## config.mk

```make
export PLATFORM = sky130hd
export DESIGN_NAME = mma_ctrl
export DESIGN_NICKNAME = d
export VERILOG_FILES = /design/src/mma_pkg.sv /design/src/mma_ctrl.sv
export SDC_FILE = /design/constraint.sdc
export NUM_CORES = 1
export LEC_CHECK = 0
export ABC_AREA = 0
export BUFFER_PORTS_ARGS = -buffer_cell sky130_fd_sc_hd__buf_2
export CAP_MARGIN = 0
export CORE_AREA = 2 2 39 41
export CTS_BUF_LIST = sky130_fd_sc_hd__clkbuf_16
export DETAILED_ROUTE_END_ITERATION = 6
export DIE_AREA = 0 0 41 43
export SETUP_SLACK_MARGIN = 0.2
export SYNTH_ARGS = -nofsm -noshare
export SYNTH_HDL_FRONTEND = slang
export SYNTH_SLANG_ARGS = --single-unit
export TNS_END_PERCENT = 50
```

## constraint.sdc

```tcl
create_clock -name clk -period 2.4 [get_ports clk]
set_input_delay 0.48 -clock clk [delete_from_list [all_inputs] [get_ports clk]]
set_output_delay 0.48 -clock clk [all_outputs]
set_load 0.01 [all_outputs]
```

## src/mma_pkg.sv

```systemverilog
// ----------------------------------------------------------------------------
// mma_pkg
// Shared widths, register indexes and controller/datapath signal groups for
// the multichannel moving average core.
// ----------------------------------------------------------------------------
package mma_pkg;

	localparam int SAMPLE_BITS = 16;
	localparam int CH_BITS     = 3;
	localparam int CNT_W       = 7;
	localparam int CHCFG_W     = 4;
	localparam int CFG_W       = 7;
	localparam int CFG_IDX_W   = 2;
	localparam int AVG_BITS    = 24;
	localparam int FRAC_BITS   = 8;
	localparam int IN_W        = 24;
	localparam int OUT_W       = 32;

	localparam logic [CFG_IDX_W-1:0] REG_CHANNELS = CFG_IDX_W'(0);
	localparam logic [CFG_IDX_W-1:0] REG_WINDOW   = CFG_IDX_W'(1);

	localparam logic [CHCFG_W-1:0] CHANNELS_RESET = CHCFG_W'(8);
	localparam logic [CNT_W-1:0]   WINDOW_RESET   = CNT_W'(64);

	localparam logic STATUS_OK  = 1'b0;
	localparam logic STATUS_ERR = 1'b1;

	typedef struct packed {
		logic latch;
		logic read;
		logic update;
		logic start;
		logic load;
	} mma_cmd_t;

	typedef struct packed {
		logic reject;
		logic div_busy;
		logic out_free;
	} mma_stat_t;

endpackage

```

## src/mma_ctrl.sv

```systemverilog
// ----------------------------------------------------------------------------
// mma_ctrl
// Sequencer for one item: latch, ring read, channel update, divide, emit; a rejected item skips to emit.
// ----------------------------------------------------------------------------
module mma_ctrl import mma_pkg::*; (
	input  logic      clk,
	input  logic      arst_n,
	input  logic      s_tvalid,
	output logic      s_tready,
	input  mma_stat_t stat,
	output mma_cmd_t  cmd
);

	typedef enum logic [2:0] {
		IDLE,
		READ,
		UPDATE,
		START,
		DIVIDE,
		EMIT
	} state_t;

	state_t state_q;

	always_ff @(posedge clk or negedge arst_n) begin
		if (!arst_n) begin
			state_q <= IDLE;
		end else begin
			case (state_q)
				IDLE:    if (s_tvalid) state_q <= READ;
				READ:    state_q <= stat.reject ? EMIT : UPDATE;
				UPDATE:  state_q <= START;
				START:   state_q <= DIVIDE;
				DIVIDE:  if (!stat.div_busy) state_q <= EMIT;
				EMIT:    if (stat.out_free) state_q <= IDLE;
				default: state_q <= IDLE;
			endcase
		end
	end

	assign s_tready   = state_q == IDLE;
	assign cmd.latch  = (state_q == IDLE) && s_tvalid;
	assign cmd.read   = (state_q == READ) && !stat.reject;
	assign cmd.update = state_q == UPDATE;
	assign cmd.start  = state_q == START;
	assign cmd.load   = (state_q == EMIT) && stat.out_free;

endmodule
```

* Yosys cells after proc, flatten, opt, wreduce, memory -nomap -nowiden
Index checks and enable logic that the tools add are counted.
Storage, ports and cells: logic and storage cells 20, input port bits 6, bits in latches 0, register bits after elaboration 3, output and inout port bits 6, RAM bits 0, ROM bits 0, memories kept 0
Operators by class: multipliers 0, add/subtract/negate cells 0, equal/unequal tests 8, reductions and logical operators 6, div/mod/pow operators 0, order comparisons 0, shift-type cells 0, bitwise logic cells 0, muxes and demuxes 5
Operators with widths (count):
- case mux 3 bit (6 select lines) | 1
- 2-to-1 mux 3 bit | 4
- equality test 3 x 2 -> 1 bit, second input constant | 2
- equality test 3 bit, second input constant | 2
- != test 2 bit, second input constant | 3
- equality test 3 x 1 -> 1 bit, second input constant | 1
- logical AND 1 bit | 3
- logical NOT 3 bit | 1
- AND reduction 3 bit | 1
- logical NOT 1 bit | 1

* Logic depth before layout (Yosys ltp)
depth in word-level cells 3, depth in mapped cells 4

* Least setup slack after synthesis
No wires, ideal clock.
kind register to output, start register state_q[2], end output port cmd[4] (netlist name), setup slack 0.809 ns, arrival time 1.111 ns, stages on the path, launching flop included 4, cells stage by stage dfrtp_1 buf_2 nor3_1 and2_1
RTL lines:
- from (decl) | line mma_ctrl.sv:23 | state_t state_q;
- from (signal assigned) | line mma_ctrl.sv:31 | READ: state_q <= stat.reject ? EMIT : UPDATE;
- to (decl) | line mma_ctrl.sv:11 | output mma_cmd_t cmd

==> reports/results.tsv <==
stage	metric	value	unit
pwr	leakage	0.1846	nW
layout	largest_reg_flops	3	
synth	synth_top_area_share	31.75	%
floorplanning	die_h	43	um
global_route	met2_usage	10.63	%
timing	skew	0.001825	ns
floorplanning	core_area	1384	um^2
worst_setup_path	cp-start-kind	flop	
clocking	ctsHoldBuffers	0	
clocking	h-tree-depth	1	
worst_setup_path	critical_path.startpoint	state_q[0]	
clocking	post-cts-setup-buffer-count	0	
synth	synth_top_family_by_area	simple AND/OR/NAND/NOR gates	
routing	ant_nets	0	
synth	yosys_warnings	0	
floorplanning	die_w	41	um
synth	syn_nets	34	
synth	synth_fa_ha_area_share	0	%
pwr	vdd_drop_max	0.4432	mV
global_route	grt_antenna_before_repair	0	
clocking	cts_resized	0	
worst_setup_path	worstPathMaxFanout	11	
routing	drtIter0Drc	2	
timing	final_hold_viol_count	0	
synth	synth_common_cells	dfrtp_1, nand2_1, nor2_1	
worst_setup_path	rrSetupSlack	1.24	ns
timing	slew_headroom	77.27	%
clocking	cts_tree	yes	
layout	top_regs	state_q (3)	
routing	vias	227	
synth	yosysTopAreaCell	dfrtp_1	
routing	vias_per_cell	4.054	
routing	avgRoutedWirePerCell	9.179	um
floorplanning	start_util	17.09	%
synth	synthArstFlopShare	100.0	%
routing	drc	0	
clocking	cts_root_buf	clkbuf_16	
synth	synth_compound_area_share	15.87	%
clocking	clkTransAtPathRegs	0.03	ns
status	status	finished, final reports clean	
place	gp_congestion	0.7248	
clocking	cts.sinks	3	
timing	post-route-worst-setup-slack	0.5593	ns
timing	slew_violations	0	
worst_setup_path	required	1.92	ns
hold_path	hold_path_class	primary input to asynchronous set/reset pin	
clocking	cts_made_buffers	3	
clocking	clock_latency	0.22	ns
global_route	use_met1	8.738	%
synth	ys_seq_area_share	31.75	%
layout	fill_cells	161	
layout	area_delta_synth_final	53.44	%
worst_setup_path	cp-end-kind	output port	
synth	synth_ff_type	dfrtp_1	
synth	synth_area_leaders	dfrtp_1, buf_6, and4b_2, nand2_1, nor2_1	
global_route	grt_util_met3	3.141	%
timing	tns	0	ns
global_route	grt_busiest_layer	met2	
synth	synth-edff-count	0	
synth	synth_cells	28	
layout	diodes	0	
global_route	first_global_vias	203	
worst_setup_path	worstReg2RegStart	state_q[1]	
global_route	grt.total_usage	7.646	%
synth	synth_mux_area_share	4.233	%
timing	fin_crit_sh	76.70	%
synth	netlist_area	236.5	um^2
timing	worstMarginPinSlew	0.3410	ns
floorplanning	die_area	1763	um^2
routing	first_pass_iters	3	
place	place_ws	0.7171	ns
synth	synth_xor_area_share	0	%
global_route	grt_pass1_wl	841	um
global_route	gr-total-overflow	0	
worst_setup_path	path_class	flop to output port	
flow_run	maxCapViolations	0	
floorplanning	io_pins	12	
timing	rsz0062_at_grt	no	
global_route	grt_start_max_net_pins	12	
layout	multiInputGateArea	130.1	um^2
layout	top_register	state_q	
place	port_buffers	11	
floorplanning	rows	14	
synth	synth_simple_gate_area_share	34.92	%
timing	finalCriticalPeriod	1.841	ns
synth	synth_cell_types	18	
synth	ys_ff_latch	3	
timing	fmax	0.5433	GHz
routing	wl	514	um
layout	register_area	75.07	um^2
synth	syn_avg_cell_area	8.446	um^2
layout	post-route-util	26.22	%
pwr	power.density	1561	nW/um^2
place	hpwl	359.1	um
worst_setup_path	worstPathArrival	1.36	ns
layout	fin_nets	47	
timing	setup_violations	0	
layout	drive_gt1_share	42.50	%
clocking	clockBufferDepth	2	
-- placed cells by master (no fill, tap or decap) --
cell        n
a21oi_1     2
nand3b_1    1
mux2i_1     1
nor3_1      2
o21ai_0     2
and2_1      1
buf_2      11
a21oi_2     1
and4b_2     1
or3b_1      1
nor2_1      3
nand2_1     3
a211o_1     1
clkbuf_16   3
dfrtp_1     3
inv_1       2
or2b_2      1
nor3b_1     1
-- kinds of logic (layout without fill, tap and decap cells) --
family	Yosys count	in the layout
AND/OR/NAND/NOR	14	14
AO/OA/AOI/OAI	6	6
buffers and inverters	4	16
flip-flops	3	3
multiplexers	1	1
-- where the power goes --
| part | total [mW] | switching, mW | internal [mW] |
|---|---|---|---|
| Combinational | 0.165 | 0.0737 | 0.0914 |
| Clock | 0.259 | 0.0439 | 0.215 |
| Sequential | 0.143 | 0.0662 | 0.0764 |
-- stage by stage --
step                      power, mW  instances  area, um^2  hold slack (ns)
after CTS                    0.5722         56       362.8          0.04818
after global placement       0.3084         52       284.0           0.2751
after global routing         0.6127         56       362.8          0.05214
after floorplan              0.2914         28       236.5           0.1844
after detailed placement     0.3093         52       284.0           0.2774
final                        0.5663         56       362.8          0.04776
-- cell type report --
type | instances | area share (%)
multi-input combinational | 21 | 35.86
sequential | 3 | 20.69
clock buffer | 3 | 20.69
timing repair buffer | 11 | 15.17
tap | 16 | 5.517
clock inverter | 1 | 1.034
inverter | 1 | 1.034
-- worst max-delay path, stage by stage (launching register included) --
cell	delay, ns
dfrtp_1	0.49
or3b_1	0.41
nor2_1	0.10
buf_2	0.13
-- worst paths after layout --
kind	to	cells after the start
worst max-delay path	cmd[3]	3
worst min-delay path	state_q[0]	1
worst max register to register	state_q[0]	3
worst min register to register	state_q[1]	1
max in group asynchronous	state_q[1]	1
min in group clk	state_q[1]	3
-- routing by layer --
| layer | wire length (um) | share of wire (%) |
|---|---|---|
| met1 | 232 | 45 |
| met2 | 257 | 50 |
| met3 | 24 | 4.7 |
| met4 | 0 | 0 |
| met5 | 0 | 0 |
Power figures use the tool's default switching activity.
